**src/sv/rpaf_pkg.sv**
```systemverilog
package rpaf_pkg;

  localparam int DEFAULT_FIFO_DEPTH = 256;
  localparam int HEADER_BYTES       = 4;
  localparam int CFG_INDEX_W        = 8;
  localparam int OUT_DATA_W         = 56;

  localparam logic [CFG_INDEX_W-1:0] CFG_NODE_ADDR  = CFG_INDEX_W'(0);
  localparam logic [CFG_INDEX_W-1:0] CFG_BCAST_ADDR = CFG_INDEX_W'(1);

  localparam logic [7:0] NODE_ADDR_RESET  = 8'h00;
  localparam logic [7:0] BCAST_ADDR_RESET = 8'hFF;

  typedef enum logic {
    OP_RX_BYTE = 1'b0,
    OP_POP     = 1'b1
  } op_e;

  typedef struct packed {
    logic [7:0] src;
    logic [7:0] ident;
    logic [7:0] flags;
  } hdr_t;

  typedef struct packed {
    logic       pop_valid;
    logic       overflow;
    logic       head_valid;
    logic [7:0] fill;
    logic [7:0] pop_byte;
    logic [7:0] head_byte;
  } ring_st_t;

endpackage

```
**src/sv/rx_packet_address_filter_fifo_core.sv**
```systemverilog
// order: an accepted input beat updates the parser and ring registers and sets s1_valid_q;
//   the result beat is then registered into m_data_q once the output slot is free
// throughput: one beat per cycle while the output is not stalled; the ring memory takes one
//   write and two registered reads per cycle, all per-beat work sits in a single stage
// reset: rst_ni asynchronous active low clears pointers, fill count, parser
//   state, headers and config; ring memory contents are left unknown
module rx_packet_address_filter_fifo_core
  import rpaf_pkg::*;
#(
  parameter int FIFO_DEPTH = DEFAULT_FIFO_DEPTH
) (
  input  logic                   clk_i,
  input  logic                   rst_ni,
  input  logic                   s_axis_tvalid,
  output logic                   s_axis_tready,
  input  logic [7:0]             s_axis_tdata,  // rx_byte
  input  logic                   s_axis_tlast,  // last_of_packet
  input  logic                   s_axis_tuser,  // operation
  output logic                   m_axis_tvalid,
  input  logic                   m_axis_tready,
  // pop_byte, pop_valid, head_byte, head_valid, fill_count, header_source,
  // header_ident, header_flag_bits, packet_accepted, overflow, zero pad
  output logic [OUT_DATA_W-1:0]  m_axis_tdata,
  input  logic                   cfg_valid_i,
  output logic                   cfg_ready_o,
  input  logic [CFG_INDEX_W-1:0] cfg_index_i,
  input  logic [7:0]             cfg_data_i
);

  logic [7:0] node_q, bcast_q;
  logic       s1_valid_q, m_valid_q;
  logic [OUT_DATA_W-1:0] m_data_q;
  logic       accept, s1_adv, rx_beat, pop_beat, push;
  logic       accepted;
  hdr_t       hdr;
  ring_st_t   ring_st;

  assign cfg_ready_o   = 1'b1;
  assign s1_adv        = s1_valid_q && (!m_valid_q || m_axis_tready);
  assign s_axis_tready = !s1_valid_q || s1_adv;
  assign accept        = s_axis_tvalid && s_axis_tready;
  assign rx_beat       = (op_e'(s_axis_tuser) == OP_RX_BYTE);
  assign pop_beat      = (op_e'(s_axis_tuser) == OP_POP);

  always_ff @(posedge clk_i or negedge rst_ni) begin
    if (!rst_ni) begin
      node_q  <= NODE_ADDR_RESET;
      bcast_q <= BCAST_ADDR_RESET;
    end else if (cfg_valid_i) begin
      case (cfg_index_i)
        CFG_NODE_ADDR:  node_q  <= cfg_data_i;
        CFG_BCAST_ADDR: bcast_q <= cfg_data_i;
        default: begin
        end
      endcase
    end
  end

  rpaf_parser u_parser (
    .clk_i       (clk_i),
    .rst_ni      (rst_ni),
    .en_i        (accept),
    .rx_i        (rx_beat),
    .rx_byte_i   (s_axis_tdata),
    .last_i      (s_axis_tlast),
    .node_addr_i (node_q),
    .bcast_addr_i(bcast_q),
    .push_o      (push),
    .hdr_o       (hdr),
    .accepted_o  (accepted)
  );

  rpaf_ring #(
    .FIFO_DEPTH(FIFO_DEPTH)
  ) u_ring (
    .clk_i (clk_i),
    .rst_ni(rst_ni),
    .en_i  (accept),
    .pop_i (pop_beat),
    .push_i(push),
    .data_i(s_axis_tdata),
    .st_o  (ring_st)
  );

  always_ff @(posedge clk_i or negedge rst_ni) begin
    if (!rst_ni) begin
      s1_valid_q <= 1'b0;
      m_valid_q  <= 1'b0;
    end else begin
      if (accept) begin
        s1_valid_q <= 1'b1;
      end else if (s1_adv) begin
        s1_valid_q <= 1'b0;
      end
      if (s1_adv) begin
        m_valid_q <= 1'b1;
      end else if (m_axis_tready) begin
        m_valid_q <= 1'b0;
      end
    end
  end

  always_ff @(posedge clk_i) begin
    if (s1_adv) begin
      m_data_q <= {4'b0000,
                   ring_st.overflow,
                   accepted,
                   hdr.flags,
                   hdr.ident,
                   hdr.src,
                   ring_st.fill,
                   ring_st.head_valid,
                   ring_st.head_byte,
                   ring_st.pop_valid,
                   ring_st.pop_byte};
    end
  end

  assign m_axis_tvalid = m_valid_q;
  assign m_axis_tdata  = m_data_q;

endmodule

```
**src/sv/rpaf_parser.sv**
```systemverilog
module rpaf_parser
  import rpaf_pkg::*;
(
  input  logic       clk_i,
  input  logic       rst_ni,
  input  logic       en_i,
  input  logic       rx_i,
  input  logic [7:0] rx_byte_i,
  input  logic       last_i,
  input  logic [7:0] node_addr_i,
  input  logic [7:0] bcast_addr_i,
  output logic       push_o,
  output hdr_t       hdr_o,
  output logic       accepted_o
);

  logic [7:0] pos_q, pos_d;
  logic       match_q, match_d;
  logic [7:0] pend_q [3];
  logic [7:0] pend_d [3];
  hdr_t       hdr_q, hdr_d;
  logic       acc_q, acc_d;
  logic [1:0] pend_idx;

  assign pend_idx = 2'(pos_q - 8'd1);

  always_comb begin
    pos_d   = pos_q;
    match_d = match_q;
    pend_d  = pend_q;
    hdr_d   = hdr_q;
    acc_d   = acc_q;
    push_o  = 1'b0;
    if (en_i) begin
      acc_d = 1'b0;
      if (rx_i) begin
        if (pos_q == 8'd0) begin
          match_d = (rx_byte_i == node_addr_i) || (rx_byte_i == bcast_addr_i);
        end else if (pos_q < 8'(HEADER_BYTES)) begin
          pend_d[pend_idx] = rx_byte_i;
        end else begin
          push_o = match_q;
        end
        if (last_i) begin
          if (pos_q >= 8'(HEADER_BYTES - 1)) begin
            hdr_d.src   = pend_d[0];
            hdr_d.ident = pend_d[1];
            hdr_d.flags = pend_d[2];
            acc_d       = match_d;
          end
          pos_d   = 8'd0;
          match_d = 1'b0;
        end else if (pos_q != 8'hFF) begin
          pos_d = pos_q + 8'd1;
        end
      end
    end
  end

  always_ff @(posedge clk_i or negedge rst_ni) begin
    if (!rst_ni) begin
      pos_q   <= '0;
      match_q <= 1'b0;
      pend_q  <= '{default: '0};
      hdr_q   <= '0;
      acc_q   <= 1'b0;
    end else begin
      pos_q   <= pos_d;
      match_q <= match_d;
      pend_q  <= pend_d;
      hdr_q   <= hdr_d;
      acc_q   <= acc_d;
    end
  end

  assign hdr_o      = hdr_q;
  assign accepted_o = acc_q;

endmodule

```
**src/sv/rpaf_ring.sv**
```systemverilog
module rpaf_ring
  import rpaf_pkg::*;
#(
  parameter int FIFO_DEPTH = DEFAULT_FIFO_DEPTH
) (
  input  logic     clk_i,
  input  logic     rst_ni,
  input  logic     en_i,
  input  logic     pop_i,
  input  logic     push_i,
  input  logic [7:0] data_i,
  output ring_st_t st_o
);

  localparam int PTR_W = $clog2(FIFO_DEPTH);
  localparam logic [PTR_W-1:0] PTR_LAST = PTR_W'(FIFO_DEPTH - 1);

  logic [7:0]       mem [FIFO_DEPTH];
  logic [PTR_W-1:0] wp_q, wp_d, rp_q, rp_d, held_q, held_d;
  logic             popv_q, popv_d, ovf_q, ovf_d;
  logic [7:0]       pop_rd_q, head_rd_q;
  logic             full, do_push, do_pop;
  logic [PTR_W+7:0] held_wide;

  assign full    = (held_q == PTR_LAST);
  assign do_push = en_i && push_i && !full;
  assign do_pop  = en_i && pop_i && (held_q != '0);

  always_comb begin
    wp_d   = wp_q;
    rp_d   = rp_q;
    held_d = held_q;
    popv_d = popv_q;
    ovf_d  = ovf_q;
    if (en_i) begin
      popv_d = do_pop;
      ovf_d  = push_i && full;
    end
    if (do_push) begin
      wp_d   = (wp_q == PTR_LAST) ? '0 : wp_q + PTR_W'(1);
      held_d = held_q + PTR_W'(1);
    end
    if (do_pop) begin
      rp_d   = (rp_q == PTR_LAST) ? '0 : rp_q + PTR_W'(1);
      held_d = held_q - PTR_W'(1);
    end
  end

  always_ff @(posedge clk_i or negedge rst_ni) begin
    if (!rst_ni) begin
      wp_q   <= '0;
      rp_q   <= '0;
      held_q <= '0;
      popv_q <= 1'b0;
      ovf_q  <= 1'b0;
    end else begin
      wp_q   <= wp_d;
      rp_q   <= rp_d;
      held_q <= held_d;
      popv_q <= popv_d;
      ovf_q  <= ovf_d;
    end
  end

  // write-first bypass when the pushed byte becomes the new head
  always_ff @(posedge clk_i) begin
    if (do_push) begin
      mem[wp_q] <= data_i;
    end
    if (en_i) begin
      pop_rd_q  <= mem[rp_q];
      head_rd_q <= (do_push && (wp_q == rp_d)) ? data_i : mem[rp_d];
    end
  end

  assign held_wide = (PTR_W+8)'(held_q);

  always_comb begin
    st_o.pop_valid  = popv_q;
    st_o.overflow   = ovf_q;
    st_o.head_valid = (held_q != '0);
    st_o.fill       = (held_wide > (PTR_W+8)'(8'hFF)) ? 8'hFF : held_wide[7:0];
    st_o.pop_byte   = popv_q ? pop_rd_q : 8'h00;
    st_o.head_byte  = (held_q != '0) ? head_rd_q : 8'h00;
  end

endmodule

```
**config.mk**
```make
export PLATFORM = sky130hd
export DESIGN_NAME = rx_packet_address_filter_fifo_core
export DESIGN_NICKNAME = d
export VERILOG_FILES = /design/src/sv/rpaf_pkg.sv /design/src/sv/rx_packet_address_filter_fifo_core.sv /design/src/sv/rpaf_parser.sv /design/src/sv/rpaf_ring.sv
export SDC_FILE = /design/constraint.sdc
export NUM_CORES = 2
export LEC_CHECK = 0
export BUFFER_PORTS_ARGS = -buffer_cell sky130_fd_sc_hd__clkbuf_2
export CAP_MARGIN = 0
export CORE_MARGIN = 4
export CORE_UTILIZATION = 28
export DETAILED_ROUTE_END_ITERATION = 7
export PLACE_DENSITY = 0.49
export REMOVE_ABC_BUFFERS = 1
export SLEW_MARGIN = 30
export SYNTH_ARGS = -nofsm -noshare
export SYNTH_HDL_FRONTEND = slang
export SYNTH_SLANG_ARGS = --single-unit
```
**constraint.sdc**
```tcl
create_clock -name clk_i -period 6.6 [get_ports clk_i]
set_clock_uncertainty 0.1 [all_clocks]
set_input_delay 1.32 -clock clk_i [delete_from_list [all_inputs] [get_ports clk_i]]
set_output_delay 1.32 -clock clk_i [all_outputs]
set_load 0.03 [all_outputs]
```
==> results.py <==
metrics = {
    "sta": {
        "hold_viol_final": 0,
        "setup_ws_ps": 823,
        "min_period_ps": 5780,
        "relSlewSlack_pct": 24.7,
        "rsz0062_at_grt": "no",
        "fmax_mhz": 173,
        "finalSetupViolations": 0,
        "finalMaxSlewViolations": 0,
        "worst_pin_slew_ps": 1120,
        "fin_crit_sh_pct": 87.5,
    },
    "yosys": {
        "yosysTopAreaCellShare_pct": 60.6,
        "ys_types": 78,
        "ys_ff_latch": 2218,
        "synthSimpleGateAreaFrac_pct": 8.72,
        "synthXorXnorAreaFrac_pct": 0.358,
        "seq_area_frac_synth_pct": 63.1,
        "syn_area_per_cell_um2": 14.6,
        "synth_compound_area_share_pct": 7.65,
        "yosysWarningCount": 0,
        "async_flop_share_pct": 4.60,
        "netlist_area_um2": 105000,
        "synth_area_leaders": "edfxtp_1 (61%), mux4_2 (15%), nand2_1 (3.6%), dfrtp_1 (2.2%), mux2i_1 (2.1%)",
        "synth_top_family_by_area": "multiplexers",
        "synth-edff-count": 2116,
        "yosys_most_used_dff": "edfxtp_1",
        "synthAdderAreaFrac_pct": 0.198,
        "synth_cells": 7163,
        "muxShareOfSynthArea_pct": 17.5,
        "synth_top_area_cell": "edfxtp_1",
    },
    "placed_design": {
        "place_hpwl_um": 263000,
        "preCtsSetupSlack_ps": 220,
        "portBuffers": 84,
        "placed_area_um2": 113000,
        "place.gp.congestion": 0.895,
    },
    "die": {
        "ios": 90,
        "fp.dieW_um": 620,
        "core_area_um2": 372000,
        "rows": 224,
        "start_util_pct": 28.1,
        "die_h_um": 620,
        "fp.dieArea_um2": 384000,
    },
    "clock_network": {
        "cts_buffers": 243,
        "hold_buffers": 0,
        "clk_latency_ps": 950,
        "cts.sinks": 2218,
        "cts_buffer_depth": 4,
        "clkTransAtPathRegs_ps": 60,
        "cts_resized": 0,
        "cts-root-buf": "clkbuf_16",
        "cts_tree": "built",
        "cts_max_level": 4,
        "post-cts-setup-buffers": 0,
    },
    "final_layout": {
        "nFillCells": 36059,
        "fin_area_um2": 122000,
        "multi_input_area_um2": 36400,
        "register_area_um2": 66100,
        "layout-area-overhead-vs-synth_pct": 16.0,
        "final_common_cell": "edfxtp_1",
        "layout.nets": 7397,
        "drive_gt1_share_pct": 22.9,
        "layout_common_cells": "edfxtp_1 (2116), nand2_1 (999), mux4_2 (680)",
    },
    "global_routing": {
        "overflow": 0,
        "antenna_found_initial": 27,
        "grt_pass1_vias": 69395,
        "grt_max_degree": 185,
        "grt_usage_pct": 20.5,
        "grt_pass1_wl_um": 564000,
    },
    "power": {
        "sequentialPowerShare_pct": 30.4,
        "combPwrFrac_pct": 43.7,
        "leakage_nw": 38.7,
        "power_density_nw_per_um2": 440,
        "switching_share_pct": 40.2,
        "power.switching_mw": 21.5,
        "clock_power_share_pct": 25.9,
        "vdd_drop_max_v": 0.000370,
        "intPower_mw": 32.0,
    },
    "worst_setup_path": {
        "worstSetupStartpointType": "register",
        "cp-end-kind": "register",
        "path_class": "reg -> reg",
        "cp_max_fo": 52,
        "worstPathRequired_ps": 7300,
        "arrival_ps": 6480,
    },
    "drt": {
        "wl_per_cell_um": 32.4,
        "firstDrtPassIters": 6,
        "vias_per_cell": 5.73,
        "antenna_left": 0,
        "wl_um": 407000,
        "dr_total_vias": 71904,
        "drc": 0,
        "drt_iter0_markers": 10063,
    },
    "hold_path": {
        "hold_path.class": "reg -> reg",
    },
    "outcome": {
        "outcome": "completed",
    },
    "flow_run": {
        "cap_violations": 0,
    },
}
==> power groups by stage <==
stage / Clock, mW / Combinational, mW / Sequential, mW
finish: 13.8 / 23.4 / 16.3
global placement: 0 / 23.0 / 16.6
detailed placement: 0 / 23.1 / 16.6
floorplan: 0 / 10.7 / 17.2
CTS: 14.1 / 23.1 / 16.3
global route: 14.7 / 24.2 / 16.3
==> sequential cells by signal (all words and copies together), names as in the netlist <==
| name | flops |
|---|---|
| u_ring.mem | 2048 |
| m_axis_tdata | 52 |
| u_parser.hdr_o | 24 |
| u_parser.pend_q | 24 |
| bcast_q | 8 |
| node_q | 8 |
| u_parser.pos_q | 8 |
| u_ring.head_rd_q | 8 |
| u_ring.held_q | 8 |
| u_ring.pop_rd_q | 8 |
| u_ring.rp_q | 8 |
| u_ring.wp_q | 8 |
| m_axis_tvalid | 1 |
| s1_valid_q | 1 |
| u_parser.accepted_o | 1 |
| u_parser.match_q | 1 |
| u_ring.ovf_q | 1 |
| u_ring.popv_q | 1 |
==> stage by stage <==
stage | cells | hold slack [ps] | util [%] | total power [mW] | setup TNS [ps]
detailed placement | 12075 | 338 | 30.5 | 39.6 | 0
CTS | 12525 | 313 | 32.6 | 53.5 | 0
global placement | 12071 | 338 | 30.4 | 39.6 | 0
finish | 12545 | 351 | 32.6 | 53.5 | 0
global route | 12535 | 362 | 32.6 | 55.1 | 0
floorplan | 6585 | 325 | - | 27.9 | -457530
==> critical path, cell delays in order (launching register included) <==
cell and delay (ps):
dfrtp_4 680, ha_1 680, and3_1 410, a21o_1 180, mux2_8 340, buf_12 320, buf_4 560, nand2_1 110
a32oi_1 240, a31oi_1 290, o21ai_1 400, nand4_1 280, a211oi_1 660, buf_4 210, a31o_1 120
==> synthesized netlist by cell type (17+ instances only) <==
cell,count
mux4_2,680
o2111ai_1,35
a2111oi_0,28
nand4_1,79
a221oi_1,73
a32oi_1,81
nor3_1,56
nand2_1,1017
o211ai_1,24
o21a_1,17
buf_1,100
o22a_1,30
a22oi_1,17
o22ai_1,85
and2_1,58
nor2_1,466
mux2i_1,222
mux2_2,67
inv_1,49
dfrtp_1,94
a311oi_1,24
xnor2_1,19
o21ai_0,210
o221ai_1,45
clkbuf_1,334
a211oi_1,158
a31oi_1,139
edfxtp_1,2116
a21oi_1,95
nand3_1,408
xor2_1,22
buf_4,26
buf_2,118
==> path summary, 6_finish.rpt <==
| kind | endpoint | cells after the start | from | slack (ps) |
|---|---|---|---|---|
| setup reg to reg | u_ring.head_rd_q[0] | 14 | u_ring.rp_q[0] | 820 |
| max in group asynchronous | u_ring.rp_q[3] | 2 | rst_ni | 4670 |
| setup / recovery | u_ring.head_rd_q[0] | 14 | u_ring.rp_q[0] | 820 |
| min in group asynchronous | u_parser.hdr_o[17] | 1 | rst_ni | 360 |
| hold / removal | m_axis_tdata[42] | 0 | u_parser.hdr_o[0] | 350 |
| hold reg to reg | m_axis_tdata[42] | 0 | u_parser.hdr_o[0] | 350 |
==> per-layer routing <==
layer / GRT usage [%] / vias up / share of wire (%)
met1: 27.8 / 37694 / 40
met4: 9.77 / 12 / 5.5
li1: - / 29060 / -
met2: 31.2 / 4364 / 45
met5: 0 / - / 0.019
met3: 4.45 / 774 / 9.9
==> cell families after synthesis <==
group / count (synthesis)
flops: 2218
simple gates: 2140
compound gates: 1139
mux: 970
buf+inv: 636
xor+xnor: 42
fa+ha+maj: 16
other cells: 2
==> final cells by class <==
| class | count | area share (%) |
|---|---|---|
| Multi-Input combinational cell | 4312 | 29.9 |
| Clock inverter | 152 | 1.30 |
| Clock buffer | 298 | 5.26 |
| Timing Repair Buffer | 520 | 3.76 |
| Inverter | 55 | 0.194 |
| Antenna cell | 18 | 0.0371 |
| Sequential cell | 2218 | 54.4 |
| Tap cell | 4972 | 5.12 |
Power figures use the tool's default switching activity.
